[src/ubt_pkg.sv]
// Package: shared types and constants for the UART bit-bang transmitter.
package ubt_pkg;

  localparam int unsigned FRAME_LEN  = 10;
  localparam int unsigned IDX_W      = 4;
  localparam int unsigned PERIOD_W   = 16;
  localparam int unsigned CFG_ADDR_W = 4;
  localparam int unsigned CFG_DATA_W = 32;

  localparam logic [PERIOD_W-1:0] PERIOD_RESET = 16'd278;
  localparam logic [IDX_W-1:0]    LAST_IDX     = 4'(FRAME_LEN - 1);

  typedef logic [FRAME_LEN-1:0] frame_t;

  typedef enum logic [1:0] {
    REG_PARITY_MODE = 2'd0,
    REG_BIT_PERIOD  = 2'd1,
    REG_TX_ENABLED  = 2'd2,
    REG_UNUSED      = 2'd3
  } reg_idx_t;

  typedef enum logic [1:0] {
    PAR_NONE  = 2'd0,
    PAR_EVEN  = 2'd1,
    PAR_ODD   = 2'd2,
    PAR_NONE3 = 2'd3
  } parity_mode_t;

endpackage

[src/ubt_if.sv]
// Interfaces: byte input channel and line symbol result channel.
interface ubt_in_if;
  logic       valid;
  logic       ready;
  logic [7:0] data_byte;
  logic       end_of_message;

  modport source (output valid, output data_byte, output end_of_message, input ready);
  modport sink   (input valid, input data_byte, input end_of_message, output ready);
endinterface

interface ubt_out_if;
  logic valid;
  logic ready;
  logic line_level;
  logic drive_enable;
  logic last_symbol;

  modport source (output valid, output line_level, output drive_enable,
                  output last_symbol, input ready);
  modport sink   (input valid, input line_level, input drive_enable,
                  input last_symbol, output ready);
endinterface

[src/uart_bitbang_transmitter_top.sv]
// Top level: APB-configured UART transmitter with inverted line polarity.
// Each accepted byte yields ten symbol transactions (start, data, optional
// parity, stop), paced by the symbol tick counter from bit_period (zero acts
// as one); the result side can stall them. One byte waits in a holding
// register while the previous run is sent, and bytes are dropped while
// tx_enabled is 0.
// Symbol values do not depend on bit_period, only their timing does.
module uart_bitbang_transmitter_top
  import ubt_pkg::*;
(
  input  logic                  clk,
  input  logic                  rst_n,
  ubt_in_if.sink                in_ch,
  ubt_out_if.source             out_ch,
  input  logic                  cfg_psel,
  input  logic                  cfg_penable,
  input  logic                  cfg_pwrite,
  input  logic [CFG_ADDR_W-1:0] cfg_paddr,
  input  logic [CFG_DATA_W-1:0] cfg_pwdata,
  output logic [CFG_DATA_W-1:0] cfg_prdata,
  output logic                  cfg_pready
);

  parity_mode_t        parity_mode_r;
  logic [PERIOD_W-1:0] bit_period_r;
  logic                tx_enabled_r;

  logic                hold_vld_r, hold_vld_nxt;
  frame_t              hold_frame_r;
  logic                hold_eom_r;

  logic                sh_vld_r, sh_vld_nxt;
  frame_t              sh_frame_r;
  logic [IDX_W-1:0]    sh_idx_r;
  logic                sh_eom_r;
  logic [PERIOD_W-1:0] tick_r;
  logic                msg_r;

  logic                out_vld_r;
  logic                out_line_r;
  logic                out_de_r;
  logic                out_last_r;

  frame_t              in_frame;
  reg_idx_t            cfg_idx;
  logic                cfg_wr;
  logic [PERIOD_W-1:0] period_m1;
  logic                tick_done;
  logic                emit;
  logic                last_emit;
  logic                hold_load;
  logic                in_take;

  ubt_frame u_frame (
    .data_byte   (in_ch.data_byte),
    .parity_mode (parity_mode_r),
    .frame       (in_frame)
  );

  assign cfg_pready = 1'b1;
  assign cfg_idx    = reg_idx_t'(cfg_paddr[3:2]);
  assign cfg_wr     = cfg_psel && cfg_penable && cfg_pwrite;

  always_comb begin
    case (cfg_idx)
      REG_PARITY_MODE: cfg_prdata = {30'd0, parity_mode_r};
      REG_BIT_PERIOD:  cfg_prdata = {16'd0, bit_period_r};
      REG_TX_ENABLED:  cfg_prdata = {31'd0, tx_enabled_r};
      default:         cfg_prdata = '0;
    endcase
  end

  always_ff @(posedge clk) begin
    if (!rst_n) begin
      parity_mode_r <= PAR_NONE;
      bit_period_r  <= PERIOD_RESET;
      tx_enabled_r  <= 1'b0;
    end else if (cfg_wr) begin
      case (cfg_idx)
        REG_PARITY_MODE: parity_mode_r <= parity_mode_t'(cfg_pwdata[1:0]);
        REG_BIT_PERIOD:  bit_period_r  <= cfg_pwdata[PERIOD_W-1:0];
        REG_TX_ENABLED:  tx_enabled_r  <= cfg_pwdata[0];
        default: ;
      endcase
    end
  end

  assign period_m1 = (bit_period_r == '0) ? '0 : bit_period_r - 1'b1;
  assign tick_done = (tick_r == period_m1);
  assign emit      = sh_vld_r && tick_done && (!out_vld_r || out_ch.ready);
  assign last_emit = emit && (sh_idx_r == LAST_IDX);
  assign hold_load = hold_vld_r && (!sh_vld_r || last_emit);
  assign in_ch.ready = !hold_vld_r || hold_load;
  assign in_take   = in_ch.valid && in_ch.ready;

  always_comb begin
    hold_vld_nxt = hold_vld_r;
    if (hold_load) begin
      hold_vld_nxt = 1'b0;
    end
    if (in_take && tx_enabled_r) begin
      hold_vld_nxt = 1'b1;
    end
    sh_vld_nxt = sh_vld_r;
    if (hold_load) begin
      sh_vld_nxt = 1'b1;
    end else if (last_emit) begin
      sh_vld_nxt = 1'b0;
    end
  end

  always_ff @(posedge clk) begin
    if (!rst_n) begin
      hold_vld_r <= 1'b0;
      sh_vld_r   <= 1'b0;
      sh_idx_r   <= '0;
      tick_r     <= '0;
      msg_r      <= 1'b0;
      out_vld_r  <= 1'b0;
    end else begin
      hold_vld_r <= hold_vld_nxt;
      sh_vld_r   <= sh_vld_nxt;
      if (hold_load) begin
        sh_idx_r <= '0;
        tick_r   <= '0;
        msg_r    <= 1'b1;
      end else begin
        if (emit) begin
          sh_idx_r <= sh_idx_r + 1'b1;
          tick_r   <= '0;
        end else if (sh_vld_r && !tick_done) begin
          tick_r <= tick_r + 1'b1;
        end
        if (last_emit && sh_eom_r) begin
          msg_r <= 1'b0;
        end else if (in_take && !tx_enabled_r && !sh_vld_r && !hold_vld_r) begin
          msg_r <= 1'b0;
        end
      end
      if (emit) begin
        out_vld_r <= 1'b1;
      end else if (out_ch.ready) begin
        out_vld_r <= 1'b0;
      end
    end
  end

  always_ff @(posedge clk) begin
    if (in_take && tx_enabled_r) begin
      hold_frame_r <= in_frame;
      hold_eom_r   <= in_ch.end_of_message;
    end
    if (hold_load) begin
      sh_frame_r <= hold_frame_r;
      sh_eom_r   <= hold_eom_r;
    end else if (emit) begin
      sh_frame_r <= {1'b0, sh_frame_r[FRAME_LEN-1:1]};
    end
    if (emit) begin
      out_line_r <= sh_frame_r[0];
      out_de_r   <= msg_r;
      out_last_r <= (sh_idx_r == LAST_IDX);
    end
  end

  assign out_ch.valid        = out_vld_r;
  assign out_ch.line_level   = out_line_r;
  assign out_ch.drive_enable = out_de_r;
  assign out_ch.last_symbol  = out_last_r;

endmodule

[src/ubt_frame.sv]
// Frame builder: turns one byte into the ten inverted line levels of its run.
module ubt_frame
  import ubt_pkg::*;
(
  input  logic [7:0]   data_byte,
  input  parity_mode_t parity_mode,
  output frame_t       frame
);

  logic with_parity;
  logic pbit;

  always_comb begin
    with_parity = (parity_mode == PAR_EVEN) || (parity_mode == PAR_ODD);
    pbit        = (parity_mode == PAR_EVEN) ? (^data_byte[6:0]) : ~(^data_byte[6:0]);
    frame[0]    = 1'b1;
    frame[7:1]  = ~data_byte[6:0];
    frame[8]    = with_parity ? ~pbit : ~data_byte[7];
    frame[9]    = 1'b0;
  end

endmodule

[src/flat_wrapper.sv]
// flat-port wrapper written by rule: the top's interface ports become plain ports
module uart_bitbang_transmitter_top_flat import ubt_pkg::*;
  (clk, rst_n, cfg_psel, cfg_penable, cfg_pwrite, cfg_paddr, cfg_pwdata, cfg_prdata, cfg_pready, in_ch_valid, in_ch_data_byte, in_ch_end_of_message, in_ch_ready, out_ch_valid, out_ch_line_level, out_ch_drive_enable, out_ch_last_symbol, out_ch_ready);
  ubt_in_if in_ch_i ();
  ubt_out_if out_ch_i ();
  input  logic clk;
  input  logic rst_n;
  input  logic cfg_psel;
  input  logic cfg_penable;
  input  logic cfg_pwrite;
  input  logic [CFG_ADDR_W-1:0] cfg_paddr;
  input  logic [CFG_DATA_W-1:0] cfg_pwdata;
  output logic [CFG_DATA_W-1:0] cfg_prdata;
  output logic cfg_pready;
  input wire logic [$bits(in_ch_i.valid)-1:0] in_ch_valid;
  input wire logic [$bits(in_ch_i.data_byte)-1:0] in_ch_data_byte;
  input wire logic [$bits(in_ch_i.end_of_message)-1:0] in_ch_end_of_message;
  output wire logic [$bits(in_ch_i.ready)-1:0] in_ch_ready;
  output wire logic [$bits(out_ch_i.valid)-1:0] out_ch_valid;
  output wire logic [$bits(out_ch_i.line_level)-1:0] out_ch_line_level;
  output wire logic [$bits(out_ch_i.drive_enable)-1:0] out_ch_drive_enable;
  output wire logic [$bits(out_ch_i.last_symbol)-1:0] out_ch_last_symbol;
  input wire logic [$bits(out_ch_i.ready)-1:0] out_ch_ready;
  assign in_ch_i.valid = in_ch_valid;
  assign in_ch_i.data_byte = in_ch_data_byte;
  assign in_ch_i.end_of_message = in_ch_end_of_message;
  assign in_ch_ready = in_ch_i.ready;
  assign out_ch_valid = out_ch_i.valid;
  assign out_ch_line_level = out_ch_i.line_level;
  assign out_ch_drive_enable = out_ch_i.drive_enable;
  assign out_ch_last_symbol = out_ch_i.last_symbol;
  assign out_ch_i.ready = out_ch_ready;
  uart_bitbang_transmitter_top u_core (.clk(clk), .rst_n(rst_n), .in_ch(in_ch_i), .out_ch(out_ch_i), .cfg_psel(cfg_psel), .cfg_penable(cfg_penable), .cfg_pwrite(cfg_pwrite), .cfg_paddr(cfg_paddr), .cfg_pwdata(cfg_pwdata), .cfg_prdata(cfg_prdata), .cfg_pready(cfg_pready));
endmodule
[config.mk]
export PLATFORM = sky130hd
export DESIGN_NAME = uart_bitbang_transmitter_top_flat
export DESIGN_NICKNAME = d
export VERILOG_FILES = /design/src/ubt_pkg.sv /design/src/ubt_if.sv /design/src/uart_bitbang_transmitter_top.sv /design/src/ubt_frame.sv /design/src/flat_wrapper.sv
export SDC_FILE = /design/constraint.sdc
export NUM_CORES = 1
export LEC_CHECK = 0
export ABC_AREA = 1
export BUFFER_PORTS_ARGS = -buffer_cell sky130_fd_sc_hd__buf_2
export CAP_MARGIN = 5
export CORE_MARGIN = 2
export CORE_UTILIZATION = 45
export DETAILED_ROUTE_END_ITERATION = 12
export PLACE_DENSITY = 0.71
export SETUP_SLACK_MARGIN = 0.5
export SYNTH_ARGS = -nofsm -noshare
export SYNTH_HDL_FRONTEND = slang
export SYNTH_SLANG_ARGS = --single-unit
export TNS_END_PERCENT = 5
[constraint.sdc]
create_clock -name clk -period 6.44 [get_ports clk]
set_clock_uncertainty 0.2 [all_clocks]
set_input_delay 0.644 -clock clk [delete_from_list [all_inputs] [get_ports clk]]
set_output_delay 0.644 -clock clk [all_outputs]
set_load 0.1 [all_outputs]
Yosys cells after proc, flatten, opt, wreduce, memory -nomap -nowiden
Index checks and enable logic that the tools add are counted.
- bits in registers: 65
- bits in latches: 0
- bits in writable memories: 0
- ROM bits: 0
- bits of input ports: 52
- logic and storage cells: 81
- memories: 0
- $add $sub $neg: 3
- multipliers: 0
- div/mod/pow operators: 0
- order comparisons: 0
- equality and inequality tests: 6
- shift operators: 0
- mux-type cells: 15
- bitwise gates (word level): 5
- reduce and logical (&&, ||, !) cells: 35
- operator list (operator ; count):
    one-hot mux 16 bit (3 select lines) ; 1
    2-to-1 mux 9 bit ; 2
    adder 16 x 1 -> 16 bit (second input constant) ; 1
    == test 16 bit ; 1
    logical NOT 16 bit ; 1
    2-to-1 mux 16 bit ; 1
    subtractor 16 x 1 -> 16 bit (second input constant) ; 1
    logical AND 1 bit ; 13
    2-to-1 mux 1 bit ; 11
    nonzero test 2 bit ; 4
    inverter 7 bit ; 1
    XOR reduction 7 bit ; 1
    AND reduction 2 bit ; 3
    logical NOT 1 bit ; 5
    adder 4 x 1 -> 4 bit (second input constant) ; 1
    == test 2 x 1 -> 1 bit (second input constant) ; 2
    == test 2 bit (second input constant) ; 2
    == test 4 bit (second input constant) ; 1
    logical OR 1 bit ; 4
    inverter 1 bit ; 4
    nonzero test 3 bit ; 1
    OR reduction 3 bit ; 1
    logical NOT 2 bit ; 1
    OR reduction 2 bit ; 1

Depth between registers and ports, before layout
Gate-level depths: netlist (run 1).
- word-level depth: 16
- depth in mapped cells: 20

By module
From an unflattened synthesis (run 1), not the netlist that was laid out.
- cell total of the unflattened synthesis: 615
- area, all modules: 4226.6 µm²
- by module, submodules not included (module ; times used ; cells each ; area an instance (µm²) ; seq. area each (µm²)):
    uart_bitbang_transmitter_top ; 1 ; 566 ; 4011.3 ; 1611.5
    ubt_frame ; 1 ; 49 ; 215.2 ; 0.0

Worst setup path before layout (run 1)
No wires, ideal clock.
- path type: in2out
- start point: input port cfg_paddr[2]
- end point: output port cfg_prdata[1]
- arrival time: 3.067 ns
- data required time: 5.596 ns
- setup slack: 2.529 ns
- stages: 4
- path buffers: 0
- path through: inv_1 nor2_1 clkinv_1 o21ai_0
- longest elaborated chain between the ends: 2
- elaborated cells between the ends (all ways): 4
- RTL lines (what ; line ; text):
    from (decl) ; flat_wrapper.sv:11 ; input logic [CFG_ADDR_W-1:0] cfg_paddr;
    == test 2 bit, or another cell as far along ; uart_bitbang_transmitter_top.sv:65 ; case (cfg_idx)
    one-hot mux 16 bit (3 select lines) (*) ; uart_bitbang_transmitter_top.sv:65 ;
    to (decl) ; flat_wrapper.sv:13 ; output logic [CFG_DATA_W-1:0] cfg_prdata;
Mark *: on every way between the ends. The rest lies on a longest branch, timed or not.

Worst setup path in the final report (run 1)
- start point: register u_core.bit_period_r[1]
- end point: output port in_ch_ready
- longest elaborated chain between the ends: 9
- elaborated cells between the ends (all ways): 10
- RTL lines (what ; line ; text):
    from (decl) ; uart_bitbang_transmitter_top.sv:25 ; logic [PERIOD_W-1:0] bit_period_r;
    from (signal assigned) ; uart_bitbang_transmitter_top.sv:81 ; REG_BIT_PERIOD: bit_period_r <= cfg_pwdata[PERIOD_W-1:0];
    subtractor 16 x 1 -> 16 bit / logical NOT 16 bit (equally long branches) ; uart_bitbang_transmitter_top.sv:88 ; assign period_m1 = (bit_period_r == '0) ? '0 : bit_period_r - 1'b1;
    2-to-1 mux 16 bit (*) ; uart_bitbang_transmitter_top.sv:88 ;
    == test 16 bit (*) ; uart_bitbang_transmitter_top.sv:89 ; assign tick_done = (tick_r == period_m1);
    logical AND 1 bit (*) (2 in series) ; uart_bitbang_transmitter_top.sv:90 ; assign emit = sh_vld_r && tick_done && (!out_vld_r || out_ch.ready);
    logical AND 1 bit (*) ; uart_bitbang_transmitter_top.sv:91 ; assign last_emit = emit && (sh_idx_r == LAST_IDX);
    logical OR 1 bit (*) ; uart_bitbang_transmitter_top.sv:92 ; assign hold_load = hold_vld_r && (!sh_vld_r || last_emit);
    logical AND 1 bit (*) ; uart_bitbang_transmitter_top.sv:92 ;
    logical OR 1 bit (*) ; uart_bitbang_transmitter_top.sv:93 ; assign in_ch.ready = !hold_vld_r || hold_load;
    to (decl) ; flat_wrapper.sv:18 ; output wire logic [$bits(in_ch_i.ready)-1:0] in_ch_ready;
Marked as above.

==> results of run 1 <==
[metal layers]
metal | vias up | GRT usage | share of wire
met2 | 110 | 0.301 | 0.45
met1 | 1626 | 0.247 | 0.49
met3 | 8 | 0.0288 | 0.047
li1 | 1935 | - | -
met4 | 0 | 0.0611 | 0.0094
met5 | - | 0 | 0
[cell families (layout without fill, tap and decap cells)]
group	after synthesis	count (layout)	synth area share
buffers and inverters	118	159	0.132
other	2	17	0.00184
adder cells (fa/ha/maj)	6	6	0.0184
flip-flops	65	65	0.373
XOR/XNOR	23	23	0.0494
AND/OR/NAND/NOR	303	303	0.340
AO/OA/AOI/OAI	65	65	0.0856
[worst max path at each step]
stage / depth (start not counted) / slack (ns) / from / end
2_1_floorplan: 4 / 2.53 / cfg_paddr[2] / cfg_prdata[1]
3_3_place_gp: 15 / 2.95 / u_core.bit_period_r[1]$_SDFFE_PN1P_ / in_ch_ready
3_5_place_dp: 15 / 2.89 / u_core.bit_period_r[1]$_SDFFE_PN1P_ / in_ch_ready
4_1_cts: 15 / 2.49 / u_core.bit_period_r[1]$_SDFFE_PN1P_ / in_ch_ready
5_1_grt: 15 / 2.25 / u_core.bit_period_r[1]$_SDFFE_PN1P_ / in_ch_ready
6_report: 15 / 2.55 / u_core.bit_period_r[1]$_SDFFE_PN1P_ / in_ch_ready
[power breakdown]
part / internal, mW / total [mW] / switching [mW]
logic: 0.0229 / 0.114 / 0.0906
registers: 0.426 / 0.429 / 0.00307
clock network: 0.221 / 0.392 / 0.171
total: 0.669 / 0.935 / 0.265
[placed cells by master, fill, tap and decap left out, drive strengths merged, types with 3 or more instances in the layout]
cell type  synthesis  layout
nor2              84      84
clkbuf             5       9
nand2            136     136
xor2              14      14
dfxtp             43      43
ha                 6       6
inv               88      90
buf               24      54
nand4             17      17
o21ai             34      34
nor4               3       3
xnor2              9       9
edfxtp            22      22
a21oi             25      25
nand3             54      54
nor3               7       7
o211ai             5       5
conb               2      17
[worst max-delay path, cell delays in order (launching register included)]
cell and delay, ns:
dfxtp_1 0.30, inv_1 0.14, ha_1 0.18, nand2_1 0.06, nor2_1 0.13, nand2_2 0.33, nand3_1 0.18, nand2_1 0.08
nor2_2 0.13, inv_1 0.06, nor2_2 0.08, nand3_2 0.08, nor2_4 0.19, nand4_2 0.12, nand3_1 0.17, buf_2 0.45
[area by class of cell]
| class | instances | area, µm² |
|---|---|---|
| tap | 108 | 135 |
| sequential | 65 | 1520 |
| clock buffer | 9 | 124 |
| fill | 865 | 4200 |
| clock inverter | 7 | 101 |
| inverter | 89 | 334 |
| timing repair buffer | 54 | 270 |
| multi-input combinational | 414 | 2070 |
[registers in the layout (all words and copies together), names as in the netlist]
register,cells
u_core.bit_period_r,16
u_core.hold_eom_r,1
u_core.hold_frame_r,8
u_core.hold_vld_r,1
u_core.msg_r,1
u_core.out_ch.drive_enable,1
u_core.out_ch.last_symbol,1
u_core.out_ch.line_level,1
u_core.out_ch.valid,1
u_core.parity_mode_r,2
u_core.sh_eom_r,1
u_core.sh_frame_r,9
u_core.sh_idx_r,4
u_core.sh_vld_r,1
u_core.tick_r,16
u_core.tx_enabled_r,1
==> summary.txt, run 1 <==
Min path
  • Hold Path Depth: 0
  • Hold endpoint: u_core.out_ch.line_level$_DFFE_PP_
  • Min-delay src: u_core.sh_frame_r[0]$_SDFFCE_PN1P_
  • Hold crit path type: register to register

Placement
  • I/O Buffers: 54
  • HPWL Detailed: roughly 6.8 mm
  • Final RePlAce weighted congestion: around 0.87
  • Placement Setup Slack: 2.89 ns
  • Inst Count DP: 730
  • Post-Place Cell Area: 4340 µm²

Clock tree
  • H-tree Lvls: 3
  • Clock latency on the worst-skew pair: 0.35 ns
  • TritonCTS Buffers: 9
  • Hold_buf cts: 0
  • Cts repair resizes: 0
  • Clk slew on worst S/H paths: 0.08 ns
  • Root buffer cell: clkbuf_8
  • Postcts setup bufs: 0
  • CTS tree: built
  • Clock sinks: 65
  • Clk buf depth: 2

Final layout
  • Final core utilization: 0.520
  • Diode count: 0
  • Layout cells sized above 1: 0.169
  • Non-Filler Instances: 746
  • Nets: 691
  • Area of all placed cells without fillers: about 4600 µm²
  • Layout area overhead: 11.9%

Synthesis
  • Synth warn: 0
  • Count leader, synth: nand2_1
  • Post-synth cell types: 37
  • Asr flop ratio synth: 0
  • Yosys top cell by area: dfxtp_1
  • Synth top area share: 0.211
  • Synthesized netlist cell count: 582
  • Post-synth top flop: dfxtp_1
  • Post-synth top cells: nand2_1 (132), inv_1 (84), nor2_1 (63)
  • Yosys reg bits: 65
  • Largest cells by area after synthesis: dfxtp_1 (21%), edfxtp_1 (16%), nand2_1 (12%)
  • Synthesized area: around 4000 µm²
  • Sequential share of the synthesized area: 0.373
  • Synthesized area per cell: roughly 7.0 µm²
  • Post-synth EDFFs: 22

Worst setup path
  • WP data required: 5.60 ns
  • Worst setup path class: register to output port
  • Reg2reg end: u_core.sh_frame_r[0]$_SDFFCE_PN1P_
  • Crit path DAT: 3.05 ns
  • Worst R2R Setup Slack: around 3.2 ns
  • RR Startpoint: u_core.bit_period_r[1]$_SDFFE_PN1P_
  • Worst setup SP type: register
  • CP max FO: 33
  • Crit. End Element: output port
  • Reg2reg path depth: 16

Global route
  • Grt ovf: 0
  • Total GRT Usage: 0.183
  • First-pass GRT wire length: 14.8 mm
  • Largest net degree at the start of global routing: 34
  • Initial antenna violation count: 0
  • Vias in the first global route: 3,294

Die
  • Die area: 9840 µm²
  • Die Width: ~99 µm
  • Starting Density: 0.465
  • Core area: 8760 µm²
  • Chip height: 99.2 µm
  • I/O pins: 90
  • Cell Rows: 34

Timing
  • Worst relative slew slack: 0.504
  • Fin. Hold Viols: 0
  • Tcrit/Tclk final: 0.604
  • Final Slew Violations: 0
  • Worst-Margin Slew: 0.738 ns
  • WHS: about 0.22 ns
  • Final setup viols: 0
  • RSZ-0062 raised after global routing: no
  • Setup TNS: 0 ns
  • Max Freq: 257 MHz
  • Final WS setup: between 2 and 3 ns
  • Final min period: 3.89 ns

Power
  • Pwr Density: 205 nW/µm²
  • Leakage Power: around 2 nW
  • VDD IR max: 0.155 mV
  • Overall Power: between 0.9 and 1 mW

Routing
  • Final Routed Wirelength: 8.72 mm
  • DR pass1 iterations: 7
  • DR vias/cell: slightly below 5
  • Antenna viol nets, final: 0
  • Vias: around 3,700
  • DRT iter0 DRCs: 216
  • DRC viols: 0
  • Wirelength per Cell: 11.7 µm

Status
  • Status: finished, final reports clean

Flow run
  • Max-Cap Viols: 0
No activity file was read; power rests on OpenSTA's default activity.
==> run 2: changes to the inputs <==
==> constraint.sdc (replaced) <==
create_clock -name clk -period 3.9 [get_ports clk]
set_clock_uncertainty 0.2 [all_clocks]
set_input_delay 0.39 -clock clk [delete_from_list [all_inputs] [get_ports clk]]
set_output_delay 0.39 -clock clk [all_outputs]
set_load 0.1 [all_outputs]
==> summary.txt, run 2 (synthesis results as in run 1) <==
Status
  • Status: finished, final reports clean

Routing
  • DR vias/cell: 4.94 (about the same)
  • DRC viols: 0 (unchanged)
  • Vias: 3,702 (+0.63%)
  • Antenna viol nets, final: 0 (unchanged)
  • Final Routed Wirelength: 8.75 mm (+0.40%)
  • Wirelength per Cell: 11.7 µm (-0.13%)
  • DRT iter0 DRCs: 229 (+6.0%)
  • DR pass1 iterations: 5 (-2)

Worst setup path
  • Reg2reg path depth: 16 (unchanged)
  • Reg2reg end: u_core.sh_frame_r[7]$_DFFE_PP_
  • CP max-delay cell: dfxtp_1
  • Worst R2R Setup Slack: 0.77 ns (-2.45 ns)
  • CP bufs+invs: 2 (-1)
  • Cells traversed along the worst timing path: inv_2, ha_2, nand2_2, nor2_4, nand3_1, nand3_1, nand2_1, nand2_1, nand3_1, nor2_1, nand2_1, nor2_4, nand4_2, nand3_4, buf_12
  • CP max FO: 8 (-76%)
  • Crit path DAT: 2.65 ns (-0.40 ns)
  • Worst setup SP type: register
  • Crit. End Element: output port
  • Delay of the slowest critical-path stage: 0.31 ns (-0.14 ns)
  • Worst setup path class: register to output port
  • RR Startpoint: u_core.bit_period_r[0]$_SDFFE_PN0P_
  • WP data required: 3.31 ns (-2.29 ns)
  • Crit-path leading delay family: simple AND/OR/NAND/NOR gates

Die
  • Core area: 8760 µm² (unchanged)
  • Die Width: 99.2 µm (unchanged)
  • Die area: 9840 µm² (unchanged)
  • I/O pins: 90 (unchanged)
  • Cell Rows: 34 (unchanged)
  • Chip height: 99.2 µm (unchanged)
  • Starting Density: 0.465 (unchanged)

Final layout
  • Most frequent cells in the layout: nand2_1 (131), inv_1 (83), nor2_1 (62)
  • Nets: 695 (+0.58%)
  • Final core utilization: 0.525 (+0.00471)
  • Most common cell after layout, fill and taps aside: nand2_1
  • Diode count: 0 (unchanged)
  • Largest registers: u_core.bit_period_r: 16 flops, u_core.tick_r: 16 flops, u_core.sh_frame_r: 9 flops
  • Layout area overhead: 12.9%
  • Layout cells sized above 1: 0.179 (+0.00985)

Clock tree
  • Clock sinks: 65 (unchanged)
  • H-tree Lvls: 3 (unchanged)
  • Clock latency on the worst-skew pair: 0.34 ns (about the same)
  • Clk slew on worst S/H paths: 0.07 ns (about the same)
  • Clk buf depth: 2 (unchanged)
  • Root buffer cell: clkbuf_8
  • TritonCTS Buffers: 9 (unchanged)
  • CTS tree: built

Timing
  • Setup TNS: 0 ns (unchanged)
  • Tcrit/Tclk final: 0.831
  • Worst relative slew slack: 0.463 (-0.0407)
  • Max Freq: about 310 MHz
  • Final min period: 3.24 ns
  • Final setup viols: 0 (unchanged)
  • Fin. Hold Viols: 0 (unchanged)
  • RSZ-0062 raised after global routing: no
  • Worst-Margin Slew: 0.798 ns (+0.0604 ns)
  • WHS: 0.0204 ns (-0.203 ns)
  • Final Slew Violations: 0 (unchanged)

Min path
  • Hold crit path type: input pin to register
  • Hold endpoint: u_core.hold_eom_r$_DFFE_PP_
  • Min-delay src: in_ch_end_of_message
  • Hold Path Depth: 1 (+1)

Global route
  • Largest net degree at the start of global routing: 34 (unchanged)
  • Grt ovf: 0 (unchanged)
  • Initial antenna violation count: 0 (unchanged)
  • First-pass GRT wire length: 14.4 mm (-3.0%)
  • Total GRT Usage: 0.179 (-0.00445)
  • Vias in the first global route: 3,248 (-1.4%)

Placement
  • I/O Buffers: 54 (unchanged)
  • HPWL Detailed: 6.77 mm (-0.34%)
  • Final RePlAce weighted congestion: 0.862 (-0.90%)

Power
  • VDD IR max: 0.288 mV (+86%)
  • Leakage Power: 1.96 nW (+0.67%)
  • Pwr Density: 314 nW/µm² (+53%)

Flow run
  • Max-Cap Viols: 0 (unchanged)
## run 2: how the worst max path moves through the flow
| stage | end | slack, ns | from | depth (start not counted) |
|---|---|---|---|---|
| finish | in_ch_ready | 0.66 | u_core.bit_period_r[0]$_SDFFE_PN0P_ | 15 |
| global route | in_ch_ready | 0.50 | u_core.bit_period_r[0]$_SDFFE_PN0P_ | 17 |
| CTS | in_ch_ready | 0.50 | u_core.bit_period_r[1]$_SDFFE_PN1P_ | 15 |
| detailed placement | in_ch_ready | 0.59 | u_core.bit_period_r[1]$_SDFFE_PN1P_ | 15 |
| global placement | in_ch_ready | 0.68 | u_core.bit_period_r[1]$_SDFFE_PN1P_ | 15 |
| floorplan | u_core.hold_eom_r$_DFFE_PP_ | 0.57 | u_core.bit_period_r[1]$_SDFFE_PN1P_ | 18 |
## run 2: worst register-to-register path: stages, from the launching register on
cell	delay, ns
dfxtp_1	0.31
inv_2	0.11
ha_2	0.23
nand2_2	0.10
nor2_4	0.21
nand3_1	0.15
nand3_1	0.10
nand2_1	0.05
nand2_1	0.08
nand3_1	0.07
nor2_1	0.10
nand2_1	0.11
nor2_4	0.18
nand4_2	0.15
nand2_2	0.16
nand2_4	0.14
nand2_1	0.33
## run 2: final cells by class
type                    count  area, µm²
clock buffers              11        131
repair buffers             58        315
well taps                 108        135
multi-input cells         414       2110
clock inverters             5       56.3
fillers                   865       4160
flip-flops and latches     65       1520
inverters                  89        334
## run 2: timing repair
action	CTS	global route
gates resized for setup	3	9
pin swaps	0	3
setup endpoints to repair	1	10
hold buffers	0	0
buffers inserted	0	4
hold endpoints to repair	0	0
## run 2: power breakdown
part | internal, mW | total [mW] | switching, mW | leakage (nW)
clock | 0.294 | 0.549 | 0.255 | 0.0933
sequential | 0.703 | 0.708 | 0.00515 | 0.546
combinational | 0.0381 | 0.187 | 0.149 | 1.32
total | 1.04 | 1.44 | 0.409 | 1.96
## run 2: routing by layer
metal  wire (µm)  up-vias  global-route usage
li1            -     1942                   -
met4         188        0              0.0790
met1        4180     1626               0.244
met5           0        -                   0
met3         420       17              0.0260
met2        3960      117               0.283
## run 2: per-stage QoR
step / total power [mW] / area (µm²) / setup WS, ns / cells
after floorplan: 0.891 / 4130 / 0.568 / 597
after global placement: 0.908 / 4340 / 0.682 / 730
after CTS: 1.46 / 4530 / 0.504 / 746
after global routing: 1.50 / 4600 / 0.504 / 750
final: 1.44 / 4600 / 0.658 / 750
after detailed placement: 0.910 / 4340 / 0.595 / 730
==> run 3: changes to the inputs <==
--- a/config.mk
+++ b/config.mk
@@ -5,7 +5,7 @@
 export SDC_FILE = /design/constraint.sdc
 export NUM_CORES = 1
 export LEC_CHECK = 0
-export ABC_AREA = 1
+export ABC_AREA = 0
 export BUFFER_PORTS_ARGS = -buffer_cell sky130_fd_sc_hd__buf_2
 export CAP_MARGIN = 5
 export CORE_MARGIN = 2
==> constraint.sdc (replaced) <==
create_clock -name clk -period 3.2 [get_ports clk]
set_clock_uncertainty 0.2 [all_clocks]
set_input_delay 0.32 -clock clk [delete_from_list [all_inputs] [get_ports clk]]
set_output_delay 0.32 -clock clk [all_outputs]
set_load 0.1 [all_outputs]
==> summary.txt, run 3 <==
Global route
  • First-pass GRT wire length: 17.5 mm (+22%)
  • Vias in the first global route: 3,761 (+16%)
  • Initial antenna violation count: 0 (unchanged)
  • Largest net degree at the start of global routing: 26 (-24%)
  • Total GRT Usage: 0.217 (+0.0382)
  • Grt ovf: 0 (unchanged)

Worst setup path
  • Crit path DAT: 2.91 ns (+0.26 ns)
  • Worst R2R Setup Slack: -0.14 ns (-0.91 ns)
  • Reg2reg end: u_core.sh_frame_r[6]$_DFFE_PP_
  • Worst setup endpoint: in_ch_ready
  • Worst setup SP type: register
  • Worst setup path class: register to output port
  • WP data required: 2.68 ns (-0.63 ns)
  • Reg2reg path depth: 10 (-6)
  • RR Startpoint: u_core.bit_period_r[1]$_SDFFE_PN1P_
  • Crit. End Element: output port
  • CP max FO: 6 (-2)
  • CP startpoint: u_core.bit_period_r[2]$_SDFFE_PN1P_

Synthesis
  • Post-synth cell types: 67 (+81%)
  • Post-synth top flop: dfxtp_1
  • Sequential share of the synthesized area: 0.369 (-0.00397)
  • Synth top area share: 0.209 (-0.00224)
  • Synth warn: 0 (unchanged)
  • Count leader, synth: nand2_1
  • Post-synth EDFFs: 22 (unchanged)
  • Synthesized area per cell: 8.82 µm² (+26%)
  • Post-synth top cells: nand2_1 (46), dfxtp_1 (43), a21oi_1 (35)
  • Synthesized area: 4120 µm² (+1.1%)
  • Synthesized netlist cell count: 467 (-20%)
  • Yosys top cell by area: dfxtp_1
  • Asr flop ratio synth: 0 (unchanged)
  • Largest cells by area after synthesis: dfxtp_1 (21%), edfxtp_1 (16%), a21oi_1 (4.3%)
  • Yosys reg bits: 65 (unchanged)

Routing
  • Antenna viol nets, final: 0 (unchanged)
  • Wirelength per Cell: 15.5 µm (+33%)
  • DR vias/cell: 5.71 (+16%)
  • Vias: 3,861 (+4.3%)
  • Final Routed Wirelength: 10.5 mm (+20%)
  • DRT iter0 DRCs: 213 (-7.0%)
  • DR pass1 iterations: 5 (unchanged)
  • DRC viols: 0 (unchanged)

Die
  • Die area: 9940 µm² (+1.0%)
  • Cell Rows: 34 (unchanged)
  • Die Width: 99.7 µm (+0.51%)
  • Starting Density: 0.468 (+0.00273)
  • I/O pins: 90 (unchanged)
  • Core area: 8810 µm² (+0.49%)
  • Chip height: 99.7 µm (+0.51%)

Final layout
  • Diode count: 0 (unchanged)
  • Largest registers: u_core.bit_period_r: 16 flops, u_core.tick_r: 16 flops, u_core.sh_frame_r: 9 flops
  • Layout cells sized above 1: 0.322 (+0.143)
  • Layout area overhead: 28.9%
  • Nets: 621 (-11%)
  • Most common cell after layout, fill and taps aside: buf_2
  • Most frequent cells in the layout: buf_2 (53), buf_4 (48), nand2_1 (46)
  • Non-Filler Instances: 676 (-9.9%)

Power
  • Leakage Power: 1.96 nW (+0.11%)
  • Power share of the combinational group: 0.135 (+0.005)
  • Overall Power: 1.80 mW (+24%)
  • VDD IR max: 0.277 mV (-3.7%)
  • Sequential power share: 0.478 (-0.012)
  • Clock power share: 0.387 (+0.007)
  • Switching power: 0.521 mW (+27%)
  • Internal power: 1.28 mW (+23%)
  • Switching Share: 0.290 (+0.00665)
  • Pwr Density: 339 nW/µm² (+7.9%)

Min path
  • Hold Path Depth: 3 (+2)
  • Hold crit path type: input pin to register

Clock tree
  • Clock latency on the worst-skew pair: 0.35 ns (about the same)
  • H-tree Lvls: 3 (unchanged)
  • Root buffer cell: clkbuf_8
  • TritonCTS Buffers: 9 (unchanged)
  • Clk buf depth: 2 (unchanged)
  • Clk slew on worst S/H paths: 0.08 ns (about the same)
  • Clock sinks: 65 (unchanged)
  • CTS tree: built

Timing
  • Fin. Hold Viols: 0 (unchanged)
  • Final WS setup: -0.235 ns (-0.892 ns)
  • WHS: 0.0112 ns (-0.00920 ns)
  • Final min period: around 3.4 ns
  • RSZ-0062 raised after global routing: yes
  • Max Freq: just under 300 MHz
  • Worst relative slew slack: 0.340 (-0.123)
  • Final setup viols: 15 (+15)
  • Tcrit/Tclk final: 1.07
  • Worst-Margin Slew: 0.986 ns (+0.188 ns)
  • Final Slew Violations: 0 (unchanged)

Placement
  • Final RePlAce weighted congestion: 0.958 (+11%)
  • Inst Count DP: 642 (-12%)
  • I/O Buffers: 54 (unchanged)
  • HPWL Detailed: 7.29 mm (+7.7%)

Flow run
  • Max-Cap Viols: 0 (unchanged)

Status
  • Status: finished with violations
  • Violated checks: setup timing
-- run 3: cell type report --
class / count / area [µm²]
multi-input cells: 343 / 2500
clock inverters: 7 / 68.8
clock buffers: 9 / 124
flip-flops and latches: 65 / 1530
inverters: 24 / 95.1
well taps: 108 / 135
fillers: 733 / 3500
repair buffers: 120 / 858
-- run 3: power by group through the flow --
stage / Sequential (mW) / Clock, mW / Combinational [mW]
after floorplan: 0.875 / 0 / 0.194
after global placement: 0.877 / 0 / 0.223
after detailed placement: 0.878 / 0 / 0.225
after CTS: 0.859 / 0.707 / 0.238
after global routing: 0.860 / 0.747 / 0.257
final: 0.859 / 0.697 / 0.243
-- run 3: how the worst min path moves through the flow --
| stage | start | endpoint | slack [ns] |
|---|---|---|---|
| 6_report | cfg_pwdata[10] | u_core.bit_period_r[10]$_SDFFE_PN0P_ | 0.01 |
| 5_1_grt | in_ch_data_byte[3] | u_core.hold_frame_r[4]$_DFFE_PP_ | 0.004 |
| 4_1_cts | cfg_pwdata[13] | u_core.bit_period_r[13]$_SDFFE_PN0P_ | 0.0002 |
| 3_5_place_dp | u_core.sh_frame_r[0]$_SDFFCE_PN1P_ | u_core.out_ch.line_level$_DFFE_PP_ | 0.21 |
| 3_3_place_gp | u_core.sh_frame_r[0]$_SDFFCE_PN1P_ | u_core.out_ch.line_level$_DFFE_PP_ | 0.20 |
| 2_1_floorplan | u_core.sh_frame_r[0]$_SDFFCE_PN1P_ | u_core.out_ch.line_level$_DFFE_PP_ | 0.20 |
-- run 3: what timing repair did --
item / in CTS / in global routing
gates resized for setup: 31 / 26
hold buffers: 9 / 0
gates cloned: 1 / 1
setup buffers: 4 / 3
pin swaps: 26 / 11
setup endpoints to repair: 56 / 56
endpoints found under the hold margin: 9 / 0
-- run 3: layer usage --
metal  vias up  wire [µm]  global-route usage
met2       122       5140               0.363
met3        15        494              0.0471
met4         0        121              0.0674
li1       1888          -                   -
met5         -          0                   0
met1      1836       4710               0.281
-- run 3: kinds of logic after synthesis --
group | Yosys count | share of synthesized area
compound gates | 108 | 0.189
xor+xnor | 16 | 0.0340
fa+ha+maj | 6 | 0.0182
buf+inv | 75 | 0.0944
flops | 65 | 0.369
mux | 18 | 0.0459
other cells | 2 | 0.00182
simple gates | 177 | 0.248
-- run 3: critical path, cell delays in order, from the launching register on --
cell	delay (ns)
dfxtp_1	0.39
buf_4	0.18
nor3b_2	0.33
xnor2_1	0.20
buf_4	0.15
o21a_1	0.11
a21boi_0	0.13
a2111oi_4	0.38
and4b_2	0.30
a21o_4	0.14
buf_6	0.10
buf_12	0.16
-- run 3: per-stage QoR --
stage | TNS (ns) | worst slack, ns | cell area (µm²) | util
after floorplan | -6.10 | -0.353 | 4230 | -
after global placement | -2.25 | -0.106 | 4720 | 0.536
after detailed placement | -4.13 | -0.148 | 4720 | 0.536
after CTS | -0.274 | -0.222 | 5150 | 0.585
after global routing | -7.39 | -0.420 | 5310 | 0.603
final | -1.36 | -0.235 | 5310 | 0.603
